### config.mk
export PLATFORM = sky130hd
export DESIGN_NAME = modular_exponentiation_unit_flat
export DESIGN_NICKNAME = d
export VERILOG_FILES = /design/src/hdl/mexp_pkg.sv /design/src/hdl/mexp_ifs.sv /design/src/hdl/mexp_datapath.sv /design/src/hdl/mexp_ctrl.sv /design/src/hdl/modular_exponentiation_unit.sv /design/src/flat_wrapper.sv
export SDC_FILE = /design/constraint.sdc
export NUM_CORES = 1
export LEC_CHECK = 0
export ABC_AREA = 1
export BUFFER_PORTS_ARGS = -buffer_cell sky130_fd_sc_hd__clkbuf_2
export CELL_PAD_IN_SITES_DETAIL_PLACEMENT = 1
export CELL_PAD_IN_SITES_GLOBAL_PLACEMENT = 1
export CORE_MARGIN = 5
export CORE_UTILIZATION = 33
export DETAILED_ROUTE_END_ITERATION = 12
export GPL_ROUTABILITY_DRIVEN = 0
export GPL_TIMING_DRIVEN = 0
export PLACE_DENSITY = 0.59
export SLEW_MARGIN = 5
export SYNTH_ARGS = -nofsm -noshare
export SYNTH_HDL_FRONTEND = slang
export SYNTH_SLANG_ARGS = --single-unit
export TNS_END_PERCENT = 20
### constraint.sdc
create_clock -name clk -period 19.85 [get_ports clk]
set_clock_uncertainty 0.1 [all_clocks]
set_input_delay 1.985 -clock clk [delete_from_list [all_inputs] [get_ports clk]]
set_output_delay 1.985 -clock clk [all_outputs]
set_load 0.05 [all_outputs]
### src/hdl/mexp_pkg.sv
package mexp_pkg;

  localparam int OPERAND_WIDTH = 32;
  localparam int CNT_W = $clog2(OPERAND_WIDTH);
  localparam logic [CNT_W-1:0] CNT_LAST = CNT_W'(OPERAND_WIDTH - 1);

  typedef logic [OPERAND_WIDTH-1:0] word_t;

  typedef enum logic [2:0] {
    S_IDLE,
    S_CHECK,
    S_RED,
    S_RED_END,
    S_LOOP,
    S_MUL,
    S_MUL_END,
    S_OUT
  } state_t;

  typedef enum logic [1:0] {
    RES_ERROR,
    RES_ONE,
    RES_ACC
  } res_sel_t;

  typedef struct packed {
    logic     load;
    logic     start_red;
    logic     fin_red;
    logic     start_mul;
    logic     fin_mul;
    logic     step;
    logic     out_load;
    res_sel_t res_sel;
  } ctrl_cmd_t;

  typedef struct packed {
    logic mod_zero;
    logic expo_zero;
    logic cnt_last;
  } ctrl_sts_t;

  // (x + y) mod m for x, y < m
  function automatic word_t add_mod(word_t x, word_t y, word_t m);
    word_t room;
    room = m - y;
    if (x >= room) begin
      return x - room;
    end
    return x + y;
  endfunction

endpackage

### src/hdl/mexp_ifs.sv
interface mexp_in_if import mexp_pkg::*; ();
  logic  valid;
  logic  ready;
  word_t base_value;
  word_t exponent_value;
  word_t modulus_value;

  modport source (output valid, output base_value, output exponent_value,
                  output modulus_value, input ready);
  modport sink (input valid, input base_value, input exponent_value,
                input modulus_value, output ready);
endinterface

interface mexp_out_if import mexp_pkg::*; ();
  logic  valid;
  logic  ready;
  word_t power_result;
  logic  modulus_error;

  modport source (output valid, output power_result, output modulus_error,
                  input ready);
  modport sink (input valid, input power_result, input modulus_error,
                output ready);
endinterface

### src/hdl/mexp_datapath.sv
module mexp_datapath import mexp_pkg::*; (
  input  logic      clk,
  input  ctrl_cmd_t cmd,
  input  word_t     base_value,
  input  word_t     exponent_value,
  input  word_t     modulus_value,
  output ctrl_sts_t sts,
  output word_t     power_result,
  output logic      modulus_error
);

  word_t base_r;
  word_t expo_r;
  word_t mod_r;
  word_t acc_r;
  // two interleaved modular multipliers: A forms acc*base, B forms base*base
  word_t mc_a;
  word_t mc_b;
  word_t sh_a;
  word_t sh_b;
  word_t pa;
  word_t pb;
  logic [CNT_W-1:0] cnt;
  word_t one_mod;
  word_t pa_dbl;
  word_t pb_dbl;
  word_t pa_next;
  word_t pb_next;
  word_t res_value;
  logic  res_error;

  function automatic word_t power_result_sel(res_sel_t sel);
    case (sel)
      RES_ERROR: return '0;
      RES_ONE:   return word_t'(1);
      RES_ACC:   return acc_r;
      default:   return '0;
    endcase
  endfunction

  assign one_mod = (mod_r == word_t'(1)) ? '0 : word_t'(1);

  always_comb begin
    pa_dbl  = add_mod(pa, pa, mod_r);
    pb_dbl  = add_mod(pb, pb, mod_r);
    pa_next = add_mod(pa_dbl, sh_a[OPERAND_WIDTH-1] ? mc_a : '0, mod_r);
    pb_next = add_mod(pb_dbl, sh_b[OPERAND_WIDTH-1] ? mc_b : '0, mod_r);
  end

  always_ff @(posedge clk) begin
    if (cmd.load) begin
      base_r <= base_value;
      expo_r <= exponent_value;
      mod_r  <= modulus_value;
    end
    // base mod m computed as 1 * base on unit B
    if (cmd.start_red) begin
      pb   <= '0;
      mc_b <= one_mod;
      sh_b <= base_r;
      cnt  <= '0;
    end
    if (cmd.fin_red) begin
      base_r <= pb;
      acc_r  <= one_mod;
    end
    if (cmd.start_mul) begin
      pa   <= '0;
      pb   <= '0;
      mc_a <= acc_r;
      sh_a <= base_r;
      mc_b <= base_r;
      sh_b <= base_r;
      cnt  <= '0;
    end
    if (cmd.step) begin
      pa   <= pa_next;
      pb   <= pb_next;
      sh_a <= {sh_a[OPERAND_WIDTH-2:0], 1'b0};
      sh_b <= {sh_b[OPERAND_WIDTH-2:0], 1'b0};
      cnt  <= cnt + 1'b1;
    end
    if (cmd.fin_mul) begin
      if (expo_r[0]) begin
        acc_r <= pa;
      end
      base_r <= pb;
      expo_r <= {1'b0, expo_r[OPERAND_WIDTH-1:1]};
    end
    if (cmd.out_load) begin
      res_value <= power_result_sel(cmd.res_sel);
      res_error <= (cmd.res_sel == RES_ERROR);
    end
  end

  assign sts.mod_zero  = (mod_r == '0);
  assign sts.expo_zero = (expo_r == '0);
  assign sts.cnt_last  = (cnt == CNT_LAST);

  assign power_result  = res_value;
  assign modulus_error = res_error;

endmodule

### src/hdl/mexp_ctrl.sv
module mexp_ctrl import mexp_pkg::*; (
  input  logic      clk,
  input  logic      rst,
  input  logic      in_valid,
  output logic      in_ready,
  output logic      out_valid,
  input  logic      out_ready,
  input  ctrl_sts_t sts,
  output ctrl_cmd_t cmd
);

  state_t   state;
  state_t   state_next;
  logic     out_valid_r;
  logic     out_valid_next;
  res_sel_t res_sel_r;
  res_sel_t res_sel_next;

  always_ff @(posedge clk) begin
    if (rst) begin
      state       <= S_IDLE;
      out_valid_r <= 1'b0;
      res_sel_r   <= RES_ACC;
    end else begin
      state       <= state_next;
      out_valid_r <= out_valid_next;
      res_sel_r   <= res_sel_next;
    end
  end

  always_comb begin
    state_next     = state;
    res_sel_next   = res_sel_r;
    cmd            = '0;
    cmd.res_sel    = res_sel_r;
    in_ready       = (state == S_IDLE);
    out_valid_next = out_valid_r && !out_ready;
    case (state)
      S_IDLE: begin
        if (in_valid) begin
          cmd.load     = 1'b1;
          res_sel_next = RES_ACC;
          state_next   = S_CHECK;
        end
      end
      S_CHECK: begin
        // result kind is fixed here and held until the output load
        if (sts.mod_zero) begin
          res_sel_next = RES_ERROR;
          state_next   = S_OUT;
        end else if (sts.expo_zero) begin
          res_sel_next = RES_ONE;
          state_next   = S_OUT;
        end else begin
          cmd.start_red = 1'b1;
          state_next    = S_RED;
        end
      end
      S_RED: begin
        cmd.step = 1'b1;
        if (sts.cnt_last) begin
          state_next = S_RED_END;
        end
      end
      S_RED_END: begin
        cmd.fin_red = 1'b1;
        state_next  = S_LOOP;
      end
      S_LOOP: begin
        if (sts.expo_zero) begin
          state_next = S_OUT;
        end else begin
          cmd.start_mul = 1'b1;
          state_next    = S_MUL;
        end
      end
      S_MUL: begin
        cmd.step = 1'b1;
        if (sts.cnt_last) begin
          state_next = S_MUL_END;
        end
      end
      S_MUL_END: begin
        cmd.fin_mul = 1'b1;
        state_next  = S_LOOP;
      end
      S_OUT: begin
        if (!out_valid_r || out_ready) begin
          cmd.out_load   = 1'b1;
          out_valid_next = 1'b1;
          state_next     = S_IDLE;
        end
      end
      default: begin
        state_next = S_IDLE;
      end
    endcase
  end

  assign out_valid = out_valid_r;

endmodule

### src/hdl/modular_exponentiation_unit.sv
// Flow: a zero modulus or zero exponent goes from the check straight to the response;
//   otherwise base is reduced mod m, then one pass runs per exponent bit up to the top set bit.
// Handshake: one item at a time; the next item can be taken in the cycle after the result
//   is loaded. Each exponent bit costs one pass of two bit-serial modular multipliers
//   (acc*base, base*base).
// Reset: synchronous, active high; clears the controller and the output valid.
module modular_exponentiation_unit import mexp_pkg::*; (
  input logic clk,
  input logic rst,
  mexp_in_if.sink    request,
  mexp_out_if.source response
);

  ctrl_cmd_t cmd;
  ctrl_sts_t sts;

  mexp_ctrl u_ctrl (
    .clk       (clk),
    .rst       (rst),
    .in_valid  (request.valid),
    .in_ready  (request.ready),
    .out_valid (response.valid),
    .out_ready (response.ready),
    .sts       (sts),
    .cmd       (cmd)
  );

  mexp_datapath u_datapath (
    .clk            (clk),
    .cmd            (cmd),
    .base_value     (request.base_value),
    .exponent_value (request.exponent_value),
    .modulus_value  (request.modulus_value),
    .sts            (sts),
    .power_result   (response.power_result),
    .modulus_error  (response.modulus_error)
  );

endmodule
### src/flat_wrapper.sv
// flat-port wrapper written by rule: the top's interface ports become plain ports
module modular_exponentiation_unit_flat import mexp_pkg::*;
  (clk, rst, request_valid, request_base_value, request_exponent_value, request_modulus_value, request_ready, response_valid, response_power_result, response_modulus_error, response_ready);
  mexp_in_if request_i ();
  mexp_out_if response_i ();
  input logic clk;
  input logic rst;
  input wire logic [$bits(request_i.valid)-1:0] request_valid;
  input wire logic [$bits(request_i.base_value)-1:0] request_base_value;
  input wire logic [$bits(request_i.exponent_value)-1:0] request_exponent_value;
  input wire logic [$bits(request_i.modulus_value)-1:0] request_modulus_value;
  output wire logic [$bits(request_i.ready)-1:0] request_ready;
  output wire logic [$bits(response_i.valid)-1:0] response_valid;
  output wire logic [$bits(response_i.power_result)-1:0] response_power_result;
  output wire logic [$bits(response_i.modulus_error)-1:0] response_modulus_error;
  input wire logic [$bits(response_i.ready)-1:0] response_ready;
  assign request_i.valid = request_valid;
  assign request_i.base_value = request_base_value;
  assign request_i.exponent_value = request_exponent_value;
  assign request_i.modulus_value = request_modulus_value;
  assign request_ready = request_i.ready;
  assign response_valid = response_i.valid;
  assign response_power_result = response_i.power_result;
  assign response_modulus_error = response_i.modulus_error;
  assign response_i.ready = response_ready;
  modular_exponentiation_unit u_core (.clk(clk), .rst(rst), .request(request_i), .response(response_i));
endmodule
==> results.toml <==
[timing]
report.final.setup_viol = 0
fmaxAchievable_mhz = 91.5
unrepaired_setup_endpoints_after_global_routing = "false"
timing.final.crit_share = 0.550
hold_viol_final = 0
transition_time_at_the_pin_with_the_least_slew_margin_ns = 1.40
maxSlewHeadroom = 0.0683
post-route-min-period_ns = 10.92
totalNegativeSetupSlack_ns = 0
slew_violations = 0

[floorplanning]
boundaryPins = 135
fp.coreArea_um2 = 100000
floorplan.die.width_um = 328
initial_core_util = 0.332
chipHeight_um = 328
floorplan.die_area_um2 = 107000
total_number_of_placement_rows = 116

[clocking]
cts.repair_timing.setup_buffer_count = 0
clkSlewWorstSetupHoldPaths_ns = 0.06
ctsHoldBuffers = 0
cts_tree = "done"
number_of_h_tree_levels = 2
cts_resized = 0
clock_tree.buffer_depth = 3
clock_tree.root_cell = "clkbuf_16"
clk-insertion-delay-late_ns = 0.62
cts_inserted_buffers = 45
clock_sinks = 364

[worst_setup_path]
reg2regPathDepth = 45
crit_path_top_delay_cell = "a21boi_0"
worstReg2RegStart = "u_core.u_datapath.mod_r[0]$_DFFE_PP_"
worst_path_most_repeated_cell = "nand2_1"
critical_path.endpoint_type = "flip-flop"
r2r_setup_slack_ns = 8.93
critPathMaxStageDelay_ns = 0.58
cp_data_arrival_time_ns = 11.19
cp_max_fo = 10
critical_path.startpoint_type = "flip-flop"
worst_setup_path_category = "reg2reg"
rr_endpoint = "u_core.u_datapath.pa[21]$_SDFFCE_PP0P_"
endpoint_required_time_on_the_critical_path_ns = 20.12

[layout]
area.growth.synth_to_final_pct = 11.9
layout.nets = 5305
num-fill-cells = 12700
drive_above_1_share = 0.0647

[route]
route.vias.total = 32600
routedWlPerCell_um = 22.9
dr_wl_met2_mm = 57.8
drt-total-wl_mm = 143
final_antenna_net_count = 0
drt_iter0_markers = 2732
detailed_routing_wirelength_on_met1_mm = 71.8
number_of_detailed_route_iterations_in_the_first_pass = 5
vias_per_cell = 5.23
route.detailed.drc = 0
wl_met3_mm = 11.0
highest-signal-layer = "met5"

[run]
number_of_violations_of_the_max_capacitance_limit = 0

[grt]
grt_antenna_before_repair = 6
global_route.overflow_total = 0
grt_pass1_wl_mm = 209
grt_pass1_vias = 32100
gr-usage-all-layers = 0.257
grt_start_max_net_pins = 55

[yosys]
synth.yosys.seq_area_share = 0.316
synthesis.area_um2 = 33300
yosys.cell_types.count = 61
synthesis.nets = 5118
synth_enable_flop_cells = 323
synthesis.yosys.warnings = 0
synthesis.instances = 4709
synth-main-ff-cell = "edfxtp_1"
ys_async_sr_fraction = 0
total_of_flip_flops_plus_latches_after_synthesis = 364
synth_area_per_cell_um2 = 7.07

[hold_path]
hold_start = "u_core.u_datapath.acc_r[22]$_DFF_P_"
timing.hold.worst_path_depth = 0
whs_endpoint = "u_core.u_datapath.mc_a[22]$_DFFE_PP_"
worstHoldPathType = "reg2reg"

[placed_design]
io_buffer_count = 134
detailedPlacementHpwl_mm = 120

[run_status]
outcome = "finished, final reports clean"
placed cells by master, fill, tap and decap left out, types with 20 or more instances in the layout:
| cell type | instances |
|---|---|
| xnor2_1 | 87 |
| nor3_1 | 48 |
| edfxtp_1 | 323 |
| clkbuf_16 | 46 |
| a21boi_0 | 23 |
| nand2_1 | 1259 |
| nand3_1 | 264 |
| dfxtp_1 | 41 |
| a21oi_1 | 381 |
| clkbuf_1 | 63 |
| ha_1 | 303 |
| nand4_1 | 43 |
| nor2_1 | 417 |
| clkbuf_2 | 134 |
| nand2_2 | 31 |
| a31oi_1 | 31 |
| o21ai_1 | 20 |
| o21ai_0 | 343 |
| inv_1 | 656 |
| xor2_1 | 135 |
worst max-delay path: cells and delay by family, from the launching register on:
| family | cells | cell delay (ns) |
|---|---|---|
| AND/OR/NAND/NOR | 23 | 3.37 |
| AO/OA/AOI/OAI | 10 | 3.44 |
| adder cells (fa/ha/maj) | 4 | 1.47 |
| flip-flops | 1 | 0.55 |
| buffers and inverters | 8 | 1.68 |
metrics by stage:
step	cell area, um^2	hold slack, ns	instances	util	setup WS (ns)
after floorplan	33300	0.331	4709	-	13.14
after global placement	35600	0.345	6141	0.355	8.99
after detailed placement	35800	0.348	6147	0.357	9.05
after CTS	37200	0.361	6231	0.372	9.01
after global routing	37200	0.385	6231	0.372	8.29
final	37200	0.364	6234	0.372	8.93
area by class of cell:
cell class	instances	area (um^2)	area share
Multi-Input combinational cell	3600	20000	0.536
Inverter	665	2500	0.0670
Buffer	80	379	0.0102
Tap cell	1298	1620	0.0436
Clock inverter	31	248	0.00665
Sequential cell	364	10500	0.282
Clock buffer	53	1220	0.0327
Timing Repair Buffer	140	806	0.0216
Antenna cell	3	7.51	0.000202
worst max path at each step:
stage	slack [ns]	from	endpoint	cells after the start
after CTS	9.01	u_core.u_datapath.mod_r[0]$_DFFE_PP_	u_core.u_datapath.pa[21]$_SDFFCE_PP0P_	44
after floorplan	13.14	u_core.u_datapath.mod_r[0]$_DFFE_PP_	u_core.u_datapath.pa[25]$_SDFFCE_PP0P_	41
final	8.93	u_core.u_datapath.mod_r[0]$_DFFE_PP_	u_core.u_datapath.pa[21]$_SDFFCE_PP0P_	45
after global routing	8.29	u_core.u_datapath.mod_r[0]$_DFFE_PP_	u_core.u_datapath.pa[21]$_SDFFCE_PP0P_	45
after detailed placement	9.05	u_core.u_datapath.mod_r[0]$_DFFE_PP_	u_core.u_datapath.pa[21]$_SDFFCE_PP0P_	44
after global placement	8.99	u_core.u_datapath.mod_r[0]$_DFFE_PP_	u_core.u_datapath.pa[21]$_SDFFCE_PP0P_	44
layer usage:
layer | global-route usage | vias to the layer above
li1 | - | 16100
met2 | 0.376 | 840
met4 | 0.0413 | 4
met1 | 0.392 | 15600
met5 | 0 | -
met3 | 0.0577 | 106
cell usage after synthesis, types with 3 or more instances:
| cell type | n | area share |
|---|---|---|
| o211ai_1 | 6 | 0.0014 |
| inv_2 | 7 | 0.00079 |
| nor4_1 | 15 | 0.0028 |
| o21ai_0 | 344 | 0.052 |
| xor2_1 | 135 | 0.036 |
| nor2_2 | 8 | 0.0015 |
| fa_1 | 6 | 0.0036 |
| nand2_1 | 1263 | 0.14 |
| a31oi_1 | 31 | 0.0058 |
| nor3_1 | 48 | 0.0072 |
| nand3_1 | 264 | 0.040 |
| xnor2_1 | 87 | 0.023 |
| a21o_1 | 18 | 0.0041 |
| clkbuf_1 | 60 | 0.0068 |
| a21oi_2 | 3 | 0.00079 |
| o21ai_2 | 3 | 0.00079 |
| inv_1 | 656 | 0.074 |
| a211oi_1 | 19 | 0.0043 |
| buf_4 | 10 | 0.0023 |
| a21boi_0 | 23 | 0.0052 |
| nand3_2 | 4 | 0.0012 |
| dfxtp_1 | 41 | 0.025 |
| o31ai_1 | 10 | 0.0023 |
| o21bai_1 | 18 | 0.0041 |
| nand4_1 | 43 | 0.0081 |
| nand2_4 | 10 | 0.0034 |
| and2_1 | 6 | 0.0011 |
| o211a_1 | 3 | 0.00090 |
| or2_2 | 10 | 0.0019 |
| ha_1 | 303 | 0.11 |
| a221oi_1 | 7 | 0.0018 |
| nand3b_1 | 17 | 0.0038 |
| nor2_1 | 420 | 0.047 |
| nand2_2 | 29 | 0.0054 |
| o221ai_1 | 4 | 0.0011 |
| edfxtp_1 | 323 | 0.29 |
| buf_6 | 4 | 0.0014 |
| buf_1 | 5 | 0.00056 |
| a21oi_1 | 381 | 0.057 |
| o21ai_1 | 20 | 0.0030 |
| o21a_1 | 19 | 0.0043 |
logic make-up after synthesis:
family | share of synthesized area
and+or+nand+nor | 0.269
buffers and inverters | 0.0864
DFF | 0.316
AOI/OAI and AO/OA | 0.153
adders and majority gates | 0.117
xor gates and xnor gates | 0.0584
Power is not shown: default switching activity piles up to over one toggle a cycle in this logic, so the estimate is an artifact.
